<file path="config.mk">
export PLATFORM = sky130hd
export DESIGN_NAME = utf8_validating_decoder_top_flat
export DESIGN_NICKNAME = d
export VERILOG_FILES = /design/src/hdl/utfd_pkg.sv /design/src/hdl/utfd_in_if.sv /design/src/hdl/utfd_out_if.sv /design/src/hdl/utfd_decode.sv /design/src/hdl/utfd_emit.sv /design/src/hdl/utf8_validating_decoder_top.sv /design/src/flat_wrapper.sv
export SDC_FILE = /design/constraint.sdc
export NUM_CORES = 1
export LEC_CHECK = 0
export BUFFER_PORTS_ARGS = -buffer_cell sky130_fd_sc_hd__clkbuf_2
export CORE_MARGIN = 4
export CORE_UTILIZATION = 55
export DETAILED_ROUTE_END_ITERATION = 8
export PLACE_DENSITY = 0.85
export RECOVER_POWER = 50
export SYNTH_ARGS = -nofsm -noshare
export SYNTH_HDL_FRONTEND = slang
export SYNTH_SLANG_ARGS = --single-unit
</file>
<file path="constraint.sdc">
create_clock -name clk -period 2.8 [get_ports clk]
set_input_delay 0.14 -clock clk [delete_from_list [all_inputs] [get_ports clk]]
set_output_delay 0.14 -clock clk [all_outputs]
set_load 0.02 [all_outputs]
</file>
<file path="src/hdl/utfd_pkg.sv">
// ----------------------------------------------------------------------------
// utfd_pkg
// Shared types and constants for the UTF-8 validating decoder.
// ----------------------------------------------------------------------------
package utfd_pkg;

    localparam int BYTE_W = 8;
    localparam int CP_W   = 21;

    localparam logic [CP_W-1:0] SUBST_CP = 21'd63;
    localparam logic [CP_W-1:0] MIN_CP2  = 21'h00080;
    localparam logic [CP_W-1:0] MIN_CP3  = 21'h00800;
    localparam logic [CP_W-1:0] SURR_LO  = 21'h0D800;
    localparam logic [CP_W-1:0] SURR_HI  = 21'h0DFFF;
    localparam logic [CP_W-1:0] MIN_CP4  = 21'h10000;
    localparam logic [CP_W-1:0] MAX_CP   = 21'h10FFFF;

    localparam logic [2:0] LEN_NONE = 3'd0;
    localparam logic [2:0] LEN_TWO  = 3'd2;
    localparam logic [2:0] LEN_THREE = 3'd3;
    localparam logic [2:0] LEN_FOUR = 3'd4;

    // Results caused by one byte: flush_cnt substitutes, then an optional tail.
    typedef struct packed {
        logic [1:0]      flush_cnt;
        logic            tail_valid;
        logic [CP_W-1:0] tail_cp;
        logic            tail_subst;
    } burst_t;

endpackage

</file>
<file path="src/hdl/utfd_in_if.sv">
// ----------------------------------------------------------------------------
// utfd_in_if
// Byte channel: one text byte per transaction with an end-of-text flag.
// ----------------------------------------------------------------------------
interface utfd_in_if
    import utfd_pkg::*;
();
    logic              valid;
    logic              ready;
    logic [BYTE_W-1:0] text_byte;
    logic              end_of_text;

    modport source (output valid, output text_byte, output end_of_text, input ready);
    modport sink   (input valid, input text_byte, input end_of_text, output ready);
endinterface

</file>
<file path="src/hdl/utfd_out_if.sv">
// ----------------------------------------------------------------------------
// utfd_out_if
// Code point channel: one decoded scalar value per transaction.
// ----------------------------------------------------------------------------
interface utfd_out_if
    import utfd_pkg::*;
();
    logic            valid;
    logic            ready;
    logic [CP_W-1:0] code_point;
    logic            substituted;
    logic            last_of_run;

    modport source (output valid, output code_point, output substituted,
                    output last_of_run, input ready);
    modport sink   (input valid, input code_point, input substituted,
                    input last_of_run, output ready);
endinterface

</file>
<file path="src/hdl/utfd_decode.sv">
// ----------------------------------------------------------------------------
// utfd_decode
// Sequence state and single-pass decode of one byte into a result burst.
// ----------------------------------------------------------------------------
module utfd_decode
    import utfd_pkg::*;
(
    input  logic              clk,
    input  logic              rst_n,
    input  logic              accept,
    input  logic [BYTE_W-1:0] text_byte,
    input  logic              end_of_text,
    output burst_t            burst
);

    logic [2:0]      seq_len_reg, seq_len_next;
    logic [1:0]      seen_reg, seen_next;
    logic [CP_W-1:0] partial_reg, partial_next;

    logic            is_cont;
    logic            is_ascii;
    logic            lead2, lead3, lead4;
    logic [CP_W-1:0] shifted;
    logic [2:0]      seen_inc;
    logic            bad;

    assign is_cont  = (text_byte[7:6] == 2'b10);
    assign is_ascii = ~text_byte[7];
    assign lead2    = (text_byte[7:5] == 3'b110);
    assign lead3    = (text_byte[7:4] == 4'b1110);
    assign lead4    = (text_byte[7:3] == 5'b11110);
    assign shifted  = {partial_reg[CP_W-7:0], text_byte[5:0]};
    assign seen_inc = {1'b0, seen_reg} + 3'd1;

    always_comb
    begin
        case (seq_len_reg)
            LEN_TWO:   bad = (shifted < MIN_CP2);
            LEN_THREE: bad = (shifted < MIN_CP3) || ((shifted >= SURR_LO) && (shifted <= SURR_HI));
            default:   bad = (shifted < MIN_CP4) || (shifted > MAX_CP);
        endcase
    end

    always_comb
    begin
        burst        = '0;
        burst.tail_cp = SUBST_CP;
        seq_len_next = seq_len_reg;
        seen_next    = seen_reg;
        partial_next = partial_reg;

        if ((seq_len_reg != LEN_NONE) && is_cont)
        begin
            if (seen_inc == seq_len_reg)
            begin
                burst.tail_valid = 1'b1;
                burst.tail_subst = bad;
                burst.tail_cp    = bad ? SUBST_CP : shifted;
                seq_len_next     = LEN_NONE;
                seen_next        = '0;
                partial_next     = '0;
            end
            else if (end_of_text)
            begin
                burst.flush_cnt  = seen_reg;
                burst.tail_valid = 1'b1;
                burst.tail_subst = 1'b1;
                seq_len_next     = LEN_NONE;
                seen_next        = '0;
                partial_next     = '0;
            end
            else
            begin
                seen_next    = seen_inc[1:0];
                partial_next = shifted;
            end
        end
        else
        begin
            // no open or a broken sequence: flush any buffered bytes, then treat byte as a lead
            if (seq_len_reg != LEN_NONE)
                burst.flush_cnt = seen_reg;
            seq_len_next = LEN_NONE;
            seen_next    = '0;
            partial_next = '0;
            if (is_ascii)
            begin
                burst.tail_valid = 1'b1;
                burst.tail_cp    = {{(CP_W-BYTE_W){1'b0}}, text_byte};
            end
            else if ((lead2 || lead3 || lead4) && !end_of_text)
            begin
                seen_next = 2'd1;
                if (lead2)
                begin
                    seq_len_next = LEN_TWO;
                    partial_next = {{(CP_W-5){1'b0}}, text_byte[4:0]};
                end
                else if (lead3)
                begin
                    seq_len_next = LEN_THREE;
                    partial_next = {{(CP_W-4){1'b0}}, text_byte[3:0]};
                end
                else
                begin
                    seq_len_next = LEN_FOUR;
                    partial_next = {{(CP_W-3){1'b0}}, text_byte[2:0]};
                end
            end
            else
            begin
                burst.tail_valid = 1'b1;
                burst.tail_subst = 1'b1;
            end
        end
    end

    always_ff @(posedge clk or negedge rst_n)
    begin
        if (!rst_n)
        begin
            seq_len_reg <= LEN_NONE;
            seen_reg    <= '0;
            partial_reg <= '0;
        end
        else if (accept)
        begin
            seq_len_reg <= seq_len_next;
            seen_reg    <= seen_next;
            partial_reg <= partial_next;
        end
    end

    a_open_count: assert property (@(posedge clk) disable iff (!rst_n)
        (seq_len_reg != LEN_NONE) |-> (seen_reg != 2'd0) && ({1'b0, seen_reg} < seq_len_reg))
        else $error("open sequence with inconsistent byte count");

    a_closed_clear: assert property (@(posedge clk) disable iff (!rst_n)
        (seq_len_reg == LEN_NONE) |-> (seen_reg == 2'd0) && (partial_reg == '0))
        else $error("closed sequence holds stale state");

    a_eot_closes: assert property (@(posedge clk) disable iff (!rst_n)
        (accept && end_of_text) |=> (seq_len_reg == LEN_NONE))
        else $error("sequence left open after end of text");

endmodule

</file>
<file path="src/hdl/utfd_emit.sv">
// ----------------------------------------------------------------------------
// utfd_emit
// Result register: holds one burst and plays it out one code point at a time.
// ----------------------------------------------------------------------------
module utfd_emit
    import utfd_pkg::*;
(
    input  logic         clk,
    input  logic         rst_n,
    input  logic         load,
    input  burst_t       burst,
    output logic         can_load,
    utfd_out_if.source   out_ch
);

    logic [1:0]      cnt_reg;
    logic            tail_valid_reg;
    logic [CP_W-1:0] tail_cp_reg;
    logic            tail_subst_reg;

    logic            is_last;
    logic            fire;

    assign is_last = (cnt_reg == 2'd0) || ((cnt_reg == 2'd1) && !tail_valid_reg);
    assign fire    = out_ch.valid && out_ch.ready;

    assign out_ch.valid       = (cnt_reg != 2'd0) || tail_valid_reg;
    assign out_ch.code_point  = (cnt_reg != 2'd0) ? SUBST_CP : tail_cp_reg;
    assign out_ch.substituted = (cnt_reg != 2'd0) ? 1'b1 : tail_subst_reg;
    assign out_ch.last_of_run = is_last;

    assign can_load = !out_ch.valid || (out_ch.ready && is_last);

    always_ff @(posedge clk or negedge rst_n)
    begin
        if (!rst_n)
        begin
            cnt_reg        <= '0;
            tail_valid_reg <= 1'b0;
        end
        else if (load)
        begin
            cnt_reg        <= burst.flush_cnt;
            tail_valid_reg <= burst.tail_valid;
        end
        else if (fire)
        begin
            if (cnt_reg != 2'd0)
                cnt_reg <= cnt_reg - 2'd1;
            else
                tail_valid_reg <= 1'b0;
        end
    end

    always_ff @(posedge clk)
    begin
        if (load)
        begin
            tail_cp_reg    <= burst.tail_cp;
            tail_subst_reg <= burst.tail_subst;
        end
    end

    a_cnt_step: assert property (@(posedge clk) disable iff (!rst_n)
        (!load && cnt_reg != 2'd0) |=>
            (cnt_reg == $past(cnt_reg)) || (cnt_reg == 2'($past(cnt_reg) - 2'd1)))
        else $error("substitute count skipped");

    a_drain: assert property (@(posedge clk) disable iff (!rst_n)
        (fire && is_last && !load) |=> !out_ch.valid)
        else $error("results left after last of run");

    a_more: assert property (@(posedge clk) disable iff (!rst_n)
        (fire && !is_last) |=> out_ch.valid)
        else $error("run ended without last flag");

endmodule

</file>
<file path="src/hdl/utf8_validating_decoder_top.sv">
// ----------------------------------------------------------------------------
// utf8_validating_decoder_top
// UTF-8 byte stream to code points, with substitution of invalid sequences.
//
//   channel | dir | payload                                    | per transaction
//   text    | in  | text_byte[7:0], end_of_text                | one byte
//   points  | out | code_point[20:0], substituted, last_of_run | one code point
//
// A byte is decoded in the cycle it is accepted; its results appear from the
// next cycle, one per cycle while points is ready.
// One byte per cycle while each byte gives at most one result and points is
// ready; a byte with more results holds text until its last result is taken.
// Reset is asynchronous, active low; no open sequence after reset.
// ----------------------------------------------------------------------------
module utf8_validating_decoder_top
    import utfd_pkg::*;
(
    input  logic       clk,
    input  logic       rst_n,
    utfd_in_if.sink    text,
    utfd_out_if.source points
);

    burst_t burst;
    logic   can_load;
    logic   accept;

    assign text.ready = can_load;
    assign accept     = text.valid && can_load;

    utfd_decode u_decode (
        .clk         (clk),
        .rst_n       (rst_n),
        .accept      (accept),
        .text_byte   (text.text_byte),
        .end_of_text (text.end_of_text),
        .burst       (burst)
    );

    utfd_emit u_emit (
        .clk      (clk),
        .rst_n    (rst_n),
        .load     (accept),
        .burst    (burst),
        .can_load (can_load),
        .out_ch   (points)
    );

endmodule

</file>
<file path="src/flat_wrapper.sv">
// flat-port wrapper written by rule: the top's interface ports become plain ports
module utf8_validating_decoder_top_flat import utfd_pkg::*;
  (clk, rst_n, text_valid, text_text_byte, text_end_of_text, text_ready, points_valid, points_code_point, points_substituted, points_last_of_run, points_ready);
  utfd_in_if text_i ();
  utfd_out_if points_i ();
  input  logic clk;
  input  logic rst_n;
  input wire logic [$bits(text_i.valid)-1:0] text_valid;
  input wire logic [$bits(text_i.text_byte)-1:0] text_text_byte;
  input wire logic [$bits(text_i.end_of_text)-1:0] text_end_of_text;
  output wire logic [$bits(text_i.ready)-1:0] text_ready;
  output wire logic [$bits(points_i.valid)-1:0] points_valid;
  output wire logic [$bits(points_i.code_point)-1:0] points_code_point;
  output wire logic [$bits(points_i.substituted)-1:0] points_substituted;
  output wire logic [$bits(points_i.last_of_run)-1:0] points_last_of_run;
  input wire logic [$bits(points_i.ready)-1:0] points_ready;
  assign text_i.valid = text_valid;
  assign text_i.text_byte = text_text_byte;
  assign text_i.end_of_text = text_end_of_text;
  assign text_ready = text_i.ready;
  assign points_valid = points_i.valid;
  assign points_code_point = points_i.code_point;
  assign points_substituted = points_i.substituted;
  assign points_last_of_run = points_i.last_of_run;
  assign points_i.ready = points_ready;
  utf8_validating_decoder_top u_core (.clk(clk), .rst_n(rst_n), .text(text_i), .points(points_i));
endmodule
</file>
==> results.toml, run 1 <==
[power]
power_density_mw_per_mm2 = 924.5
p_seq_share_pct = 40.3
clockPowerShare_pct = 24.1
finalPower_uw = 2370
swShare_pct = 35.93
intPower_uw = 1519
leakage_uw = 0.001098
vdd_ir_drop_max_uv = 616.8
combPwrFrac_pct = 35.6
switchingPower_uw = 851.5

[sta]
tightestPinTransition_ns = 1.196
setup_viol = 0
rsz0062_at_grt = "false"
tns_ns = 0
hold_viol = 0
fmax_mhz = 385.9
post-route-period-util_pct = 92.56
setup_ws_ns = 0.2084
post-route-min-period_ns = 2.592
max-slew-margin-rel_pct = 20.29
maxSlewViolCount = 0
holdWs_ns = 0.08660
fin_skew_ns = 0.003680

[global_routing]
grt_max_degree = 25
grt_pass1_vias = 1497
antenna_found_initial = 0
grtUsageTotal_pct = 17.63
grt_pass1_wl_um = 7107
grt_overflow_total = 0

[critical_path]
crit_start = "u_core.u_decode.seen_reg[0]"
crit_path_end = "u_core.u_emit.tail_cp_reg[4]"
rr_worst_depth = 6
required_ns = 2.85
r2r-start = "u_core.u_decode.seen_reg[0]"
start_kind = "register"
reg2reg_slack_ns = 0.21
path_class = "reg2reg"
critical_path_arrival_ns = 2.64
r2r-end = "u_core.u_emit.tail_cp_reg[4]"
worstPathMaxFanout = 6
worst_setup_path_end_kind = "register"

[yosys]
synth_seq_area_share_pct = 56.07
ys.flop_type = "dfrtp_1"
synth_area_sq_mm = 0.002205
yosysWarnings = 0
synth_edf_count = 22
synth_top_area_share_pct = 29.97
synth_area_leaders = "edfxtp_1 (30%), dfrtp_1 (26%), and2_1 (8.5%)"
ys_types = 43
yosys_register_bits = 45
syn_inst = 195
synthesis.nets = 211
async_flop_share_pct = 51.11
synth_area_leader_cell = "edfxtp_1"
syn_area_per_cell_sq_um = 11.31

[route]
drc = 0
wl_per_cell_um = 14.96
vias = 1586
dr.pass1.iters = 5
antenna_left = 0
drt_iter0_drc = 121
via_per_inst = 5.585
drt_wl_total_um = 4249

[placement]
dpl.hpwl_um = 3005
pre_cts_slack_ns = 0.3196
dpl.cell_count = 275
numPortBuffers = 37
globalplace.congestion = 0.8139

[floorplanning]
start_util_pct = 58.46
dieArea_sq_mm = 0.005085
die_w_um = 71.31
row_count = 22
ios = 38
die_y_um = 71.31
fp.coreArea_sq_mm = 0.003771

[clock_network]
cts_tree = "yes"
cts_sinks = 45
clk_latency_ns = 0.29
clk_path_buf_depth = 2
cts_buffers = 5
root_buffer = "clkbuf_8"
h-tree-depth = 2
clkTransAtPathRegs_ns = 0.08
cts_setup_buffers = 0

[min_path]
hold_path_depth = 3
hold_path.class = "in2reg"

[final_layout]
largest_register_ffs = 21
instances_no_fill = 284
drive_gt1_share_pct = 15.68
nets = 251
n_antenna_cell = 0
area_growth_pct = 16.29

[flow_run]
max-cap-violations = 0

[outcome]
status = "finished clean"
-- area by class of cell --
cell class	instances	area, sq um
timing repair buffer	41	188.9
clock inverter	3	68.82
tap	48	60.06
clock buffer	5	68.82
multi-input combinational	135	914.6
fill	299	1207
sequential	45	1236
inverter	7	26.28
-- synthesized netlist by cell type, types with 2 or more instances --
cell type / count
dfrtp_1: 23
a22o_1: 12
nor3b_1: 3
nor3_1: 4
a31o_2: 2
a2bb2oi_1: 3
nand3b_1: 2
or3_1: 2
clkbuf_1: 5
a31oi_1: 3
nand2_1: 16
mux2_2: 3
o21ai_0: 5
nor2_1: 6
edfxtp_1: 22
and2_1: 30
nand2b_1: 9
buf_2: 2
xor2_1: 2
ha_1: 3
a21oi_1: 5
inv_1: 6
a21o_1: 7
-- cells in the final DEF, fill, tap and decap left out, types with 6 or more instances in the layout --
| cell | Yosys | layout |
|---|---|---|
| a22o_1 | 12 | 12 |
| inv_1 | 6 | 7 |
| clkbuf_2 | 1 | 17 |
| nand2_1 | 16 | 16 |
| edfxtp_1 | 22 | 22 |
| and2_1 | 30 | 25 |
| nor2_1 | 6 | 6 |
| clkbuf_1 | 5 | 21 |
| a21o_1 | 7 | 7 |
| dfrtp_1 | 23 | 23 |
| nand2b_1 | 9 | 9 |
-- power groups by stage --
stage	Sequential (uW)	Clock (uW)	Combinational [uW]
after detailed placement	968	0	862
after CTS	955	577	869
final	956	570	844
after global placement	962	0	837
after floorplan	934	0	643
after global routing	974	612	936
-- timing repair --
action / CTS / global route
hold buffers: 1 / 0
setup endpoints to repair: 0 / 9
hold endpoints to repair: 23 / 0
resized for setup: 0 / 1
-- how the worst min path moves through the flow --
stage,startpoint,slack [ns],to
floorplan,rst_n,-0.16,u_core.u_decode.partial_reg[0]
global placement,rst_n,0.16,u_core.u_emit.cnt_reg[1]
detailed placement,rst_n,0.16,u_core.u_emit.cnt_reg[1]
CTS,text_text_byte[1],0.08,u_core.u_decode.partial_reg[1]
global route,text_text_byte[1],0.10,u_core.u_decode.partial_reg[1]
finish,text_text_byte[1],0.09,u_core.u_decode.partial_reg[1]
-- kinds of logic after synthesis --
group | synth area share [%]
compound gates | 14.42
xor+xnor | 1.192
fa+ha+maj | 1.703
buf+inv | 2.724
flops | 56.07
mux | 1.532
simple gates | 22.36
-- worst max-delay path, stage by stage, from the launching register on --
cell and delay [ns]:
dfrtp_1 0.44, ha_1 0.35, xor2_1 0.18, nor3_1 0.41
nand3_1 0.24, or3b_1 0.50, a21o_1 0.23
-- through the flow --
| stage | instance area, sq um | utilization [%] |
|---|---|---|
| 2_1_floorplan | 2205 | - |
| 5_1_grt | 2564 | 67.98 |
| 3_5_place_dp | 2439 | 64.66 |
| 6_report | 2564 | 67.98 |
| 4_1_cts | 2586 | 68.58 |
| 3_3_place_gp | 2439 | 64.66 |
-- per-layer routing --
metal | vias to the layer above | GRT usage [%] | wire, um
li1 | 778 | - | -
met1 | 727 | 24.03 | 1862
met2 | 72 | 28.88 | 1960
met3 | 9 | 3.086 | 368
met4 | 0 | 5.428 | 58
met5 | - | 0 | 0
Power figures use the tool's default switching activity.
==> run 2, diff against run 1 <==
--- a/config.mk
+++ b/config.mk
@@ -5,7 +5,9 @@
 export SDC_FILE = /design/constraint.sdc
 export NUM_CORES = 1
 export LEC_CHECK = 0
+export ABC_AREA = 1
 export BUFFER_PORTS_ARGS = -buffer_cell sky130_fd_sc_hd__clkbuf_2
+export CORE_ASPECT_RATIO = 0.9
 export CORE_MARGIN = 4
 export CORE_UTILIZATION = 55
 export DETAILED_ROUTE_END_ITERATION = 8
==> run 2 against run 1 <==
Against the previous run:
- fmax grew 12%
- flip-flop and latch count is the same
- sequential share of layout area grew 0.52 points
- clock-buffer cell count grew 1
- die area grew 1.9%
- first-iteration DRC count grew 88%
- total power shrank 2.9%
- cell count grew 25%
- critical path type unchanged
- register-to-register slack gained 0.27 ns
- setup slack gained 0.27 ns
- worst hold slack gained 0.027 ns
==> results.toml, run 2 <==
[clock_network]
cts_setup_buffers = 0
root_buffer = "clkbuf_8"
cts_resized = 0
cts_sinks = 45
clkTransAtPathRegs_ns = 0.09
h-tree-depth = 2
cts_buffers = 5
clk_latency_ns = 0.30
cts_tree = "yes"
ctsHoldBuffers = 1
clk_path_buf_depth = 2

[critical_path]
required_ns = 3.01
critical_path_arrival_ns = 2.53
start_kind = "register"
worstPathMaxFanout = 27
worst_setup_path_end_kind = "register"
path_class = "reg2reg"

[final_layout]
layout_common_cells = "nand2_1 (57), inv_1 (53), nor2_1 (26)"
final_common_cell = "nand2_1"
n_antenna_cell = 0
drive_gt1_share_pct = 12.34
area_growth_pct = 12.61
nets = 323
largest_register_ffs = 21

[global_routing]
antenna_found_initial = 0
grt_pass1_wl_um = 8128
grt_overflow_total = 0
grtUsageTotal_pct = 21.21
grt_pass1_vias = 1732
grt_max_degree = 28

[outcome]
status = "finished clean"

[sta]
tns_ns = 0
setup_viol = 0
maxSlewViolCount = 0
max-slew-margin-rel_pct = 16.96
tightestPinTransition_ns = 1.246
rsz0062_at_grt = "false"
post-route-period-util_pct = 82.98
holdWs_ns = 0.1132
hold_viol = 0
fin_skew_ns = 0.007903
fmax_mhz = 430.4
post-route-min-period_ns = 2.324

[placement]
dpl.hpwl_um = 3699
globalplace.congestion = 0.8827
numPortBuffers = 37

[floorplanning]
die_w_um = 75.45
fp.coreArea_sq_mm = 0.003836
dieArea_sq_mm = 0.005184
start_util_pct = 58.71
die_y_um = 68.71
ios = 38
row_count = 21

[yosys]
synth_edf_count = 22
yosys_register_bits = 45
synth_area_leader_cell = "edfxtp_1"
yosysWarnings = 0
synth_area_sq_mm = 0.002252
async_flop_share_pct = 51.11
syn_inst = 265
ys.flop_type = "dfrtp_1"
synthesis.nets = 281
ys_types = 24
post-synth-top-count-cell = "nand2_1"
synth_top_area_share_pct = 29.33
synth_seq_area_share_pct = 54.89
synth_area_leaders = "edfxtp_1 (29%), dfrtp_1 (26%), nand2_1 (9.3%)"
synth_common_cells = "nand2_1 (56), inv_1 (52), nor2_1 (25), nand3_1 (24), dfrtp_1 (23)"
syn_area_per_cell_sq_um = 8.499

[route]
drt_iter0_drc = 228
vias = 1800
drt_wl_total_um = 4929
antenna_left = 0
drc = 0
dr.pass1.iters = 4
via_per_inst = 5.085
wl_per_cell_um = 13.92

[flow_run]
max-cap-violations = 0

[power]
power_density_mw_per_mm2 = 907.9
vdd_ir_drop_max_uv = 503.9
leakage_uw = 0.001227

[min_path]
hold_path.class = "in2reg"
-- run 2: cell types whose count changed in the layout (fill, tap and decap cells not counted), sizes merged, moves of 4 or more --
cell    previous run  this run
inv                8        54
nand2             16        60
and2              30         0
nand3              1        25
nor2               7        28
o21ai              5        22
a22o              12         0
nand2b             9         0
a21o               7         0
or2                0         7
nor3b              4         0
-- run 2: logic make-up (layout without fill, tap and decap cells) --
kind of cell / Yosys count / after routing / synth area share, %
and+or+nand+nor: 124 / 124 / 24.44
buffers and inverters: 60 / 103 / 11.00
DFF: 45 / 45 / 54.89
AOI/OAI and AO/OA: 30 / 30 / 6.834
adders and majority gates: 3 / 3 / 1.667
xor gates and xnor gates: 3 / 3 / 1.167
-- run 2: path summary, 6_finish.rpt --
path / to / startpoint / depth (start not counted) / slack (ns)
worst max-delay path: u_core.u_decode.partial_reg[12] / u_core.u_emit.cnt_reg[0] / 10 / 0.48
worst min-delay path: u_core.u_decode.partial_reg[0] / text_text_byte[0] / 3 / 0.11
worst max register to register: u_core.u_decode.partial_reg[12] / u_core.u_emit.cnt_reg[0] / 10 / 0.48
worst min register to register: u_core.u_decode.partial_reg[0] / u_core.u_decode.partial_reg[0] / 2 / 0.53
max in group asynchronous: u_core.u_emit.cnt_reg[1] / rst_n / 2 / 1.44
min in group asynchronous: u_core.u_decode.partial_reg[10] / rst_n / 2 / 0.63
-- run 2: layout make-up --
| cell class | instances | area [sq um] |
|---|---|---|
| clock buffer | 6 | 72.57 |
| clock inverter | 2 | 15.01 |
| fill | 342 | 1300 |
| inverter | 54 | 202.7 |
| multi-input combinational | 160 | 763.2 |
| sequential | 45 | 1236 |
| tap | 46 | 57.56 |
| timing repair buffer | 41 | 188.9 |
-- run 2: per-layer routing --
metal	track usage, %	vias up	part of all wire [%]
li1	-	914	-
met1	28.46	807	45
met2	34.16	72	46
met3	6.087	7	7.9
met4	5.022	0	1.0
met5	0	-	0
-- run 2: metrics by stage --
stage,utilization (%),area (sq um),std cells,setup slack [ns],total power [uW]
floorplan,-,2252,265,0.9244,1660
global placement,64.45,2472,345,0.7529,1890
detailed placement,64.45,2472,345,0.5854,1941
CTS,66.99,2570,354,0.5605,2339
global route,66.11,2536,354,0.2565,2487
finish,66.11,2536,354,0.4765,2303
-- run 2: where the power goes --
group          switching (uW)  total [uW]  internal, uW  leakage, uW
registers                 104         967           862     0.000511
clock network             227         403           176    0.0000374
logic                     653         933           280     0.000678
-- run 2: worst max-delay path, stage by stage, from the launching register on --
cell     delay (ns)
dfrtp_1        0.42
inv_1          0.09
ha_1           0.16
buf_4          0.20
inv_1          0.15
nand2_1        0.16
nand2_2        0.09
nor2_4         0.34
buf_4          0.37
nand3_1        0.12
o21ai_0        0.11
